`src/hdl/art_pkg.sv`:
```
// Address region table: shared types, codes and sizes.
// Used by art_cell, art_ctrl and address_region_table_top.
package art_pkg;

	localparam int ADDR_W       = 48;
	localparam int OFF_W        = 48;
	localparam int ACC_W        = 8;
	localparam int FLG_W        = 16;
	localparam int HND_W        = 11;
	localparam int MAX_REGIONS  = 64;

	localparam logic [1:0] OP_ADD    = 2'd0;
	localparam logic [1:0] OP_REMOVE = 2'd1;
	localparam logic [1:0] OP_FIND   = 2'd2;
	localparam logic [1:0] OP_GAP    = 2'd3;

	localparam logic [2:0] ST_OK      = 3'd0;
	localparam logic [2:0] ST_OVERLAP = 3'd1;
	localparam logic [2:0] ST_FULL    = 3'd2;
	localparam logic [2:0] ST_EMPTY   = 3'd3;
	localparam logic [2:0] ST_NONE    = 3'd4;

	typedef struct packed {
		logic              valid;
		logic [ADDR_W-1:0] rstart;
		logic [ADDR_W-1:0] rend;
		logic [ACC_W-1:0]  acc;
		logic [FLG_W-1:0]  flg;
		logic [HND_W-1:0]  hnd;
		logic [OFF_W-1:0]  off;
	} entry_t;

endpackage

```
`src/hdl/art_ctrl.sv`:
```
// Sequencer at the head of the region ring: runs one pass per table sweep.
// Depends on art_pkg.
module art_ctrl #(
	parameter int MAX_REGIONS = art_pkg::MAX_REGIONS
) (
	input  logic                        clk,
	input  logic                        arst_n,
	input  logic                        start,
	output logic                        busy,
	input  logic [1:0]                  operation,
	input  logic [art_pkg::ADDR_W-1:0]  range_start,
	input  logic [art_pkg::ADDR_W-1:0]  range_end,
	input  logic [art_pkg::ACC_W-1:0]   access_bits,
	input  logic [art_pkg::FLG_W-1:0]   region_flags,
	input  logic [art_pkg::HND_W-1:0]   file_handle,
	input  logic [art_pkg::OFF_W-1:0]   file_offset,
	input  logic [art_pkg::ADDR_W-1:0]  gap_length,
	input  art_pkg::entry_t             head,
	output art_pkg::entry_t             wb,
	output logic                        shift,
	output logic                        done,
	output logic [2:0]                  status,
	output logic [art_pkg::ADDR_W-1:0]  found_start,
	output logic [art_pkg::ADDR_W-1:0]  found_end,
	output logic [art_pkg::ACC_W-1:0]   found_access,
	output logic [art_pkg::FLG_W-1:0]   found_flags,
	output logic [art_pkg::HND_W-1:0]   found_handle,
	output logic [art_pkg::OFF_W-1:0]   found_offset
);
	localparam int IW = (MAX_REGIONS > 1) ? $clog2(MAX_REGIONS) : 1;
	localparam int SW = $clog2(MAX_REGIONS + 1);

	localparam logic [2:0] S_IDLE = 3'd0;
	localparam logic [2:0] S_SCAN = 3'd1;
	localparam logic [2:0] S_MOD  = 3'd2;
	localparam logic [2:0] S_INS  = 3'd3;
	localparam logic [2:0] S_FIND = 3'd4;
	localparam logic [2:0] S_GAP  = 3'd5;
	localparam logic [2:0] S_GEND = 3'd6;

	logic [2:0]                 state_q;
	logic [IW-1:0]              idx_q;
	logic [SW-1:0]              step_q;
	logic [1:0]                 op_q;
	logic [art_pkg::ADDR_W-1:0] s_q, e_q, len_q, cur_q;
	logic [art_pkg::ADDR_W-1:0] best_st_q, best_en_q;
	logic                       best_q, gap_q;
	logic                       any_q, free_q, split_q, hit_q;
	logic [IW-1:0]              free_idx_q;
	art_pkg::entry_t            piece_q;

	logic                       last;
	logic                       ov, left, right, cand, better;
	logic [art_pkg::OFF_W-1:0]  moved_off;
	logic [art_pkg::ADDR_W-1:0] tail_room;
	logic                       tail_ok;

	assign busy  = (state_q != S_IDLE);
	assign shift = (state_q == S_SCAN) || (state_q == S_MOD) || (state_q == S_INS) ||
		(state_q == S_FIND) || (state_q == S_GAP);
	assign last  = (idx_q == IW'(MAX_REGIONS - 1));

	assign ov        = head.valid && (head.rstart < e_q) && (head.rend > s_q);
	assign left      = head.rstart < s_q;
	assign right     = e_q < head.rend;
	assign moved_off = head.off + (e_q - head.rstart);
	assign cand      = head.valid && (head.rend > cur_q);
	assign better    = cand && (!best_q || (head.rstart < best_st_q));
	assign tail_room = e_q - len_q;
	assign tail_ok   = (len_q <= e_q) && (cur_q <= tail_room);

	always_comb begin
		wb = head;
		if (state_q == S_MOD && ov) begin
			if (left) begin
				wb.rend = s_q;
			end else if (right) begin
				wb.rstart = e_q;
				wb.off    = moved_off;
			end else begin
				wb.valid = 1'b0;
			end
		end else if (state_q == S_INS && idx_q == free_idx_q) begin
			wb = piece_q;
		end
	end

	always_ff @(posedge clk or negedge arst_n) begin
		if (!arst_n) begin
			state_q <= S_IDLE;
			done    <= 1'b0;
			idx_q   <= '0;
		end else begin
			done <= 1'b0;
			if (shift) begin
				idx_q <= last ? '0 : idx_q + 1'b1;
			end
			unique case (state_q)
				S_IDLE: begin
					if (start) begin
						if ((operation == art_pkg::OP_ADD || operation == art_pkg::OP_REMOVE) &&
							range_end <= range_start) begin
							done <= 1'b1;
						end else if (operation == art_pkg::OP_FIND) begin
							state_q <= S_FIND;
						end else if (operation == art_pkg::OP_GAP) begin
							state_q <= S_GAP;
						end else begin
							state_q <= S_SCAN;
						end
					end
				end
				S_SCAN: begin
					if (last) begin
						if (op_q == art_pkg::OP_ADD) begin
							if ((any_q || ov) || !(free_q || !head.valid)) begin
								state_q <= S_IDLE;
								done    <= 1'b1;
							end else begin
								state_q <= S_INS;
							end
						end else begin
							if (!(any_q || ov)) begin
								state_q <= S_IDLE;
								done    <= 1'b1;
							end else begin
								state_q <= S_MOD;
							end
						end
					end
				end
				S_MOD: begin
					if (last) begin
						if ((split_q || (ov && left && right)) && free_q) begin
							state_q <= S_INS;
						end else begin
							state_q <= S_IDLE;
							done    <= 1'b1;
						end
					end
				end
				S_INS, S_FIND: begin
					if (last) begin
						state_q <= S_IDLE;
						done    <= 1'b1;
					end
				end
				S_GAP: begin
					if (last) begin
						state_q <= S_GEND;
					end
				end
				S_GEND: begin
					if (best_q && !gap_q && step_q != SW'(MAX_REGIONS)) begin
						state_q <= S_GAP;
					end else begin
						state_q <= S_IDLE;
						done    <= 1'b1;
					end
				end
				default: state_q <= S_IDLE;
			endcase
		end
	end

	always_ff @(posedge clk) begin
		case (state_q)
			S_IDLE: begin
				op_q    <= operation;
				s_q     <= range_start;
				e_q     <= range_end;
				len_q   <= gap_length;
				cur_q   <= range_start;
				step_q  <= '0;
				gap_q   <= 1'b0;
				best_q  <= 1'b0;
				any_q   <= 1'b0;
				free_q  <= 1'b0;
				split_q <= 1'b0;
				hit_q   <= 1'b0;
				piece_q <= {1'b1, range_start, range_end, access_bits, region_flags,
					file_handle, file_offset};
				status       <= art_pkg::ST_EMPTY;
				found_start  <= '0;
				found_end    <= '0;
				found_access <= '0;
				found_flags  <= '0;
				found_handle <= '0;
				found_offset <= '0;
			end
			S_SCAN: begin
				if (ov) begin
					any_q <= 1'b1;
				end
				if (!head.valid && !free_q) begin
					free_q     <= 1'b1;
					free_idx_q <= idx_q;
				end
				if (last) begin
					if (op_q == art_pkg::OP_ADD) begin
						status <= (any_q || ov) ? art_pkg::ST_OVERLAP :
							(free_q || !head.valid) ? art_pkg::ST_OK : art_pkg::ST_FULL;
					end else begin
						status <= (any_q || ov) ? art_pkg::ST_OK : art_pkg::ST_NONE;
					end
				end
			end
			S_MOD: begin
				if (ov && left && right) begin
					split_q <= 1'b1;
					piece_q <= {1'b1, e_q, head.rend, head.acc, head.flg, head.hnd, moved_off};
				end
				if (last) begin
					status <= ((split_q || (ov && left && right)) && !free_q) ?
						art_pkg::ST_FULL : art_pkg::ST_OK;
				end
			end
			S_FIND: begin
				if (!hit_q && head.valid && s_q >= head.rstart && s_q < head.rend) begin
					hit_q        <= 1'b1;
					status       <= art_pkg::ST_OK;
					found_start  <= head.rstart;
					found_end    <= head.rend;
					found_access <= head.acc;
					found_flags  <= head.flg;
					found_handle <= head.hnd;
					found_offset <= head.off;
				end else if (!hit_q) begin
					status <= art_pkg::ST_NONE;
				end
			end
			S_GAP: begin
				if (better) begin
					best_q    <= 1'b1;
					best_st_q <= head.rstart;
					best_en_q <= head.rend;
				end
			end
			S_GEND: begin
				best_q <= 1'b0;
				if (best_q && !gap_q && step_q != SW'(MAX_REGIONS)) begin
					if (best_st_q > cur_q && (best_st_q - cur_q) >= len_q) begin
						gap_q  <= 1'b1;
						step_q <= step_q + 1'b1;
						if (cur_q != '0) begin
							status      <= art_pkg::ST_OK;
							found_start <= cur_q;
						end else begin
							status      <= tail_ok ? art_pkg::ST_NONE : art_pkg::ST_NONE;
							found_start <= '0;
						end
					end else begin
						cur_q  <= best_en_q;
						step_q <= step_q + 1'b1;
					end
				end else if (!(gap_q && cur_q != '0)) begin
					if (tail_ok && cur_q != '0) begin
						status      <= art_pkg::ST_OK;
						found_start <= cur_q;
					end else begin
						status      <= art_pkg::ST_NONE;
						found_start <= '0;
					end
				end
			end
			default: ;
		endcase
	end
endmodule

```
`config.mk`:
```
export PLATFORM = sky130hd
export DESIGN_NAME = art_ctrl
export DESIGN_NICKNAME = d
export VERILOG_FILES = /design/src/hdl/art_pkg.sv /design/src/hdl/art_ctrl.sv
export SDC_FILE = /design/constraint.sdc
export NUM_CORES = 2
export LEC_CHECK = 0
export BUFFER_PORTS_ARGS = -buffer_cell sky130_fd_sc_hd__buf_2
export CAP_MARGIN = 10
export CORE_ASPECT_RATIO = 0.6
export CORE_MARGIN = 2
export CORE_UTILIZATION = 55
export CTS_CLUSTER_SIZE = 30
export DETAILED_ROUTE_END_ITERATION = 12
export PLACE_DENSITY = 0.89
export SLEW_MARGIN = 0
export SYNTH_ARGS = -nofsm -noshare
export SYNTH_HDL_FRONTEND = slang
export SYNTH_SLANG_ARGS = --single-unit
```
`constraint.sdc`:
```
create_clock -name clk -period 29.5 [get_ports clk]
set_clock_uncertainty 0.15 [all_clocks]
set_input_delay 1.475 -clock clk [delete_from_list [all_inputs] [get_ports clk]]
set_output_delay 1.475 -clock clk [all_outputs]
set_load 0.03 [all_outputs]
```
==> impl_metrics.env <==
export IMPL_first_global_vias=41100
export IMPL_clock_tree_root_cell="sky130_fd_sc_hd__clkbuf_16"
export IMPL_netlist_top_cell_by_area="sky130_fd_sc_hd__edfxtp_1"
export IMPL_cts_tree="yes"
export IMPL_timing_setup_tns_ns=0
export IMPL_cts_max_path_bufs=3
export IMPL_worstReg2RegStart="cur_q[1]"
export IMPL_timing_hold_worst_class="reg2reg"
export IMPL_critPathLaunchType="input port"
export IMPL_route_layer_met1_wl_mm=77.2
export IMPL_cts_inserted_buffers=70
export IMPL_layout_area_overhead_vs_synth_pct=15.6
export IMPL_synth_async_sr_flop_share=0.0147
export IMPL_grt_max_degree=90
export IMPL_synth_area_per_cell_um2=9.76
export IMPL_postSynthRegisterBits=680
export IMPL_cts_htree_levels=3
export IMPL_initial_utilization=0.553
export IMPL_synthesis_area_um2=47100
export IMPL_global_route_wire_length_before_repair_mm=284
export IMPL_net_count_synth=5858
export IMPL_layout_commonest_cell="sky130_fd_sc_hd__buf_2"
export IMPL_vias=44600
export IMPL_run_status="complete, no violations"
export IMPL_drt_vias_per_instance=6.60
export IMPL_leakage_power_summed_over_all_cells_nw=25.7
export IMPL_report_final_slew_viol_count=0
export IMPL_fmax_mhz=124
export IMPL_worst_setup_hold_path_clk_slew_ns=0.07
export IMPL_met2WireLength_mm=78.0
export IMPL_critPathKind="in2out"
export IMPL_synth_edff_count=670
export IMPL_yosysTopAreaCellShare=0.428
export IMPL_nets=6575
export IMPL_detail_route_drc_violations=0
export IMPL_ys_types=84
export IMPL_timing_worst_slew_pin_value_ns=1.44
export IMPL_grt_antenna_before_repair=30
export IMPL_coreArea_um2=85200
export IMPL_min_period_ns=8.05
export IMPL_vdd_ir_drop_worst_mv=0.0649
export IMPL_layout_cells_most_common_list="sky130_fd_sc_hd__buf_2, sky130_fd_sc_hd__edfxtp_1, sky130_fd_sc_hd__nand2_1, sky130_fd_sc_hd__ha_1, sky130_fd_sc_hd__inv_1"
export IMPL_final_period_utilization=0.273
export IMPL_die_h_um=231
export IMPL_timing_reg2reg_worst_path_depth=21
export IMPL_count_of_cells_along_the_worst_hold_path=2
export IMPL_gr_total_overflow=0
export IMPL_rows=83
export IMPL_detailroute_wirelength_met3_mm=36.9
export IMPL_io_pins=777
export IMPL_worst_hold_startpoint="best_en_q[45]"
export IMPL_seq_area_frac_synth=0.433
export IMPL_share_clk_of_total_power=0.165
export IMPL_post_cts_setup_buffer_count=0
export IMPL_comb_power_share=0.517
export IMPL_crit_path_end_kind="primary output"
export IMPL_synthesis_yosys_warnings=0
export IMPL_power_per_cell_area_nw_per_um2=103
export IMPL_routed_wirelength_mm=202
export IMPL_io_buffers=776
export IMPL_synthFlopType="sky130_fd_sc_hd__edfxtp_1"
export IMPL_seqPwrFrac=0.318
export IMPL_fp_dieW_um=382
export IMPL_final_hold_violations=0
export IMPL_switchingPower_w=0.00263
export IMPL_antenna_left=0
export IMPL_worst_endpoint_required_ns=27.88
export IMPL_setup_violations=0
export IMPL_cts_hold_buf=0
export IMPL_syn_inst=4821
export IMPL_hold_ws_ns=0.371
export IMPL_drtPass1Iterations=10
export IMPL_drt_first_iter_violations=7510
export IMPL_wl_per_cell_um=29.9
export IMPL_regToRegSetupSlack_ns=21.50
export IMPL_insertion_delay_ns=0.68
export IMPL_netSwitchingFraction=0.471
export IMPL_top_routing_layer_in_use="met5"
export IMPL_post_dp_hpwl_mm=160
export IMPL_fill_cells=7034
export IMPL_p_int_w=0.00296
export IMPL_ys_top_cells_by_area="sky130_fd_sc_hd__edfxtp_1, sky130_fd_sc_hd__ha_1, sky130_fd_sc_hd__nand2_1, sky130_fd_sc_hd__inv_1, sky130_fd_sc_hd__a21oi_1"
export IMPL_timing_max_slew_rel_slack=0.0256
export IMPL_final_layout_size_suffix_gt1_frac=0.173
export IMPL_post_cts_resized_instances=0
export IMPL_crit_fanout=18
export IMPL_global_route_usage_over_all_layers=0.445
export IMPL_dieArea_um2=88000
export IMPL_timing_hold_worst_endpoint="cur_q[45]"
export IMPL_destination_of_the_worst_register_to_register_timing_path="cur_q[47]"
export IMPL_crit_arrival_ns=6.43
export IMPL_gpl_congestion=1.08
export IMPL_tritoncts_num_sinks=680
export IMPL_cap_viol_max_count=0
export IMPL_grt_setup_unrepaired="false"
## metrics by stage
stage                      util  instance area (um^2)  instances  worst slack [ns]  power [W]
after CTS                 0.638                 54300       6736             21.67    0.00547
after global placement    0.611                 52100       6611             21.61    0.00451
after floorplan               -                 47100       4821             12.27    0.00364
final                     0.639                 54400       6756             21.45    0.00560
after detailed placement  0.611                 52100       6611             21.69    0.00455
after global routing      0.638                 54400       6745             21.35    0.00584
## synthesized netlist by cell type, types with 7 or more instances
master	instances
sky130_fd_sc_hd__edfxtp_1	670
sky130_fd_sc_hd__nand2_1	594
sky130_fd_sc_hd__ha_1	576
sky130_fd_sc_hd__inv_1	539
sky130_fd_sc_hd__a21oi_1	326
sky130_fd_sc_hd__nor2_1	291
sky130_fd_sc_hd__o21ai_0	288
sky130_fd_sc_hd__a21o_1	193
sky130_fd_sc_hd__clkbuf_1	136
sky130_fd_sc_hd__o22ai_1	132
sky130_fd_sc_hd__nand4_1	102
sky130_fd_sc_hd__nand3_1	75
sky130_fd_sc_hd__xnor2_1	73
sky130_fd_sc_hd__xor2_1	72
sky130_fd_sc_hd__and3_1	61
sky130_fd_sc_hd__a22o_1	55
sky130_fd_sc_hd__fa_1	49
sky130_fd_sc_hd__a31oi_1	45
sky130_fd_sc_hd__nor2b_1	41
sky130_fd_sc_hd__nor3_1	40
sky130_fd_sc_hd__a211oi_1	32
sky130_fd_sc_hd__o21ai_1	32
sky130_fd_sc_hd__nand2b_1	29
sky130_fd_sc_hd__nor4_1	27
sky130_fd_sc_hd__o211ai_1	27
sky130_fd_sc_hd__o21a_1	27
sky130_fd_sc_hd__o21bai_1	25
sky130_fd_sc_hd__and2_1	23
sky130_fd_sc_hd__and4_1	18
sky130_fd_sc_hd__buf_2	16
sky130_fd_sc_hd__a221oi_1	13
sky130_fd_sc_hd__a2111oi_0	12
sky130_fd_sc_hd__a41oi_1	11
sky130_fd_sc_hd__mux2_2	11
sky130_fd_sc_hd__dfrtp_1	10
sky130_fd_sc_hd__or2_2	10
sky130_fd_sc_hd__or3_1	10
sky130_fd_sc_hd__a211o_1	9
sky130_fd_sc_hd__a31o_2	8
sky130_fd_sc_hd__buf_1	8
sky130_fd_sc_hd__a311oi_1	7
sky130_fd_sc_hd__o31ai_1	7
## worst max-delay path by stage
stage	from	end	cells past startpoint
CTS	head[104]	wb[17]	14
global route	cur_q[1]	cur_q[46]	21
global placement	head[104]	wb[17]	14
finish	head[104]	wb[17]	14
detailed placement	head[104]	wb[17]	14
floorplan	head[93]	piece_q[0]	12
## cells by family (layout without fill, tap and decap cells)
family,Yosys count,after routing,synth area share
simple gates,1346,1346,0.131
other cells,0,18,0
mux,12,12,0.00285
buf+inv,703,1473,0.0567
compound gates,1309,1309,0.175
fa+ha+maj,626,626,0.174
xor+xnor,145,145,0.0270
flops,680,680,0.433
## metal layers
metal | GRT usage | up-vias
met1 | 0.619 | 21100
met2 | 0.591 | 3856
met5 | 0 | -
li1 | - | 19000
met3 | 0.205 | 549
met4 | 0.185 | 24
## critical path: stages
cell                        delay (ns)
sky130_fd_sc_hd__buf_2            0.17
sky130_fd_sc_hd__inv_1            0.15
sky130_fd_sc_hd__ha_1             0.35
sky130_fd_sc_hd__a21oi_1          0.14
sky130_fd_sc_hd__o21ai_1          0.14
sky130_fd_sc_hd__a2111oi_0        0.97
sky130_fd_sc_hd__a21oi_1          0.26
sky130_fd_sc_hd__o21ai_1          0.29
sky130_fd_sc_hd__and4_1           0.44
sky130_fd_sc_hd__o21ai_1          0.25
sky130_fd_sc_hd__o31ai_4          0.91
sky130_fd_sc_hd__o22ai_1          0.19
sky130_fd_sc_hd__a21oi_1          0.40
sky130_fd_sc_hd__buf_2            0.28
## sequential cells by signal, indices dropped and copies added, names as in the netlist, 3 cells and up
register,cells
best_en_q,48
best_st_q,48
cur_q,48
e_q,48
found_access,8
found_end,48
found_flags,16
found_handle,11
found_offset,48
found_start,48
free_idx_q,6
idx_q,6
len_q,48
piece_q,179
s_q,48
state_q,3
status,3
step_q,7
## power by group through the flow
stage          combinational, W  clock (W)  sequential, W
6_report                0.00289   0.000924        0.00178
5_1_grt                 0.00309   0.000954        0.00179
4_1_cts                 0.00280   0.000921        0.00175
3_5_place_dp            0.00278          0        0.00177
3_3_place_gp            0.00274          0        0.00176
2_1_floorplan           0.00163          0        0.00200
## area by class of cell
class                   count  area, um^2  share of cell area
diodes                     18        45.0            0.000828
well taps                1147        1440              0.0264
clock inverters            38         344             0.00633
inverters                 540        2030              0.0374
multi-input cells        3438       24100               0.443
flip-flops and latches    680       20400               0.375
clock buffers              87        1910              0.0351
repair buffers            808        4140              0.0762
Note: power is estimated with default switching activity, not from simulation.
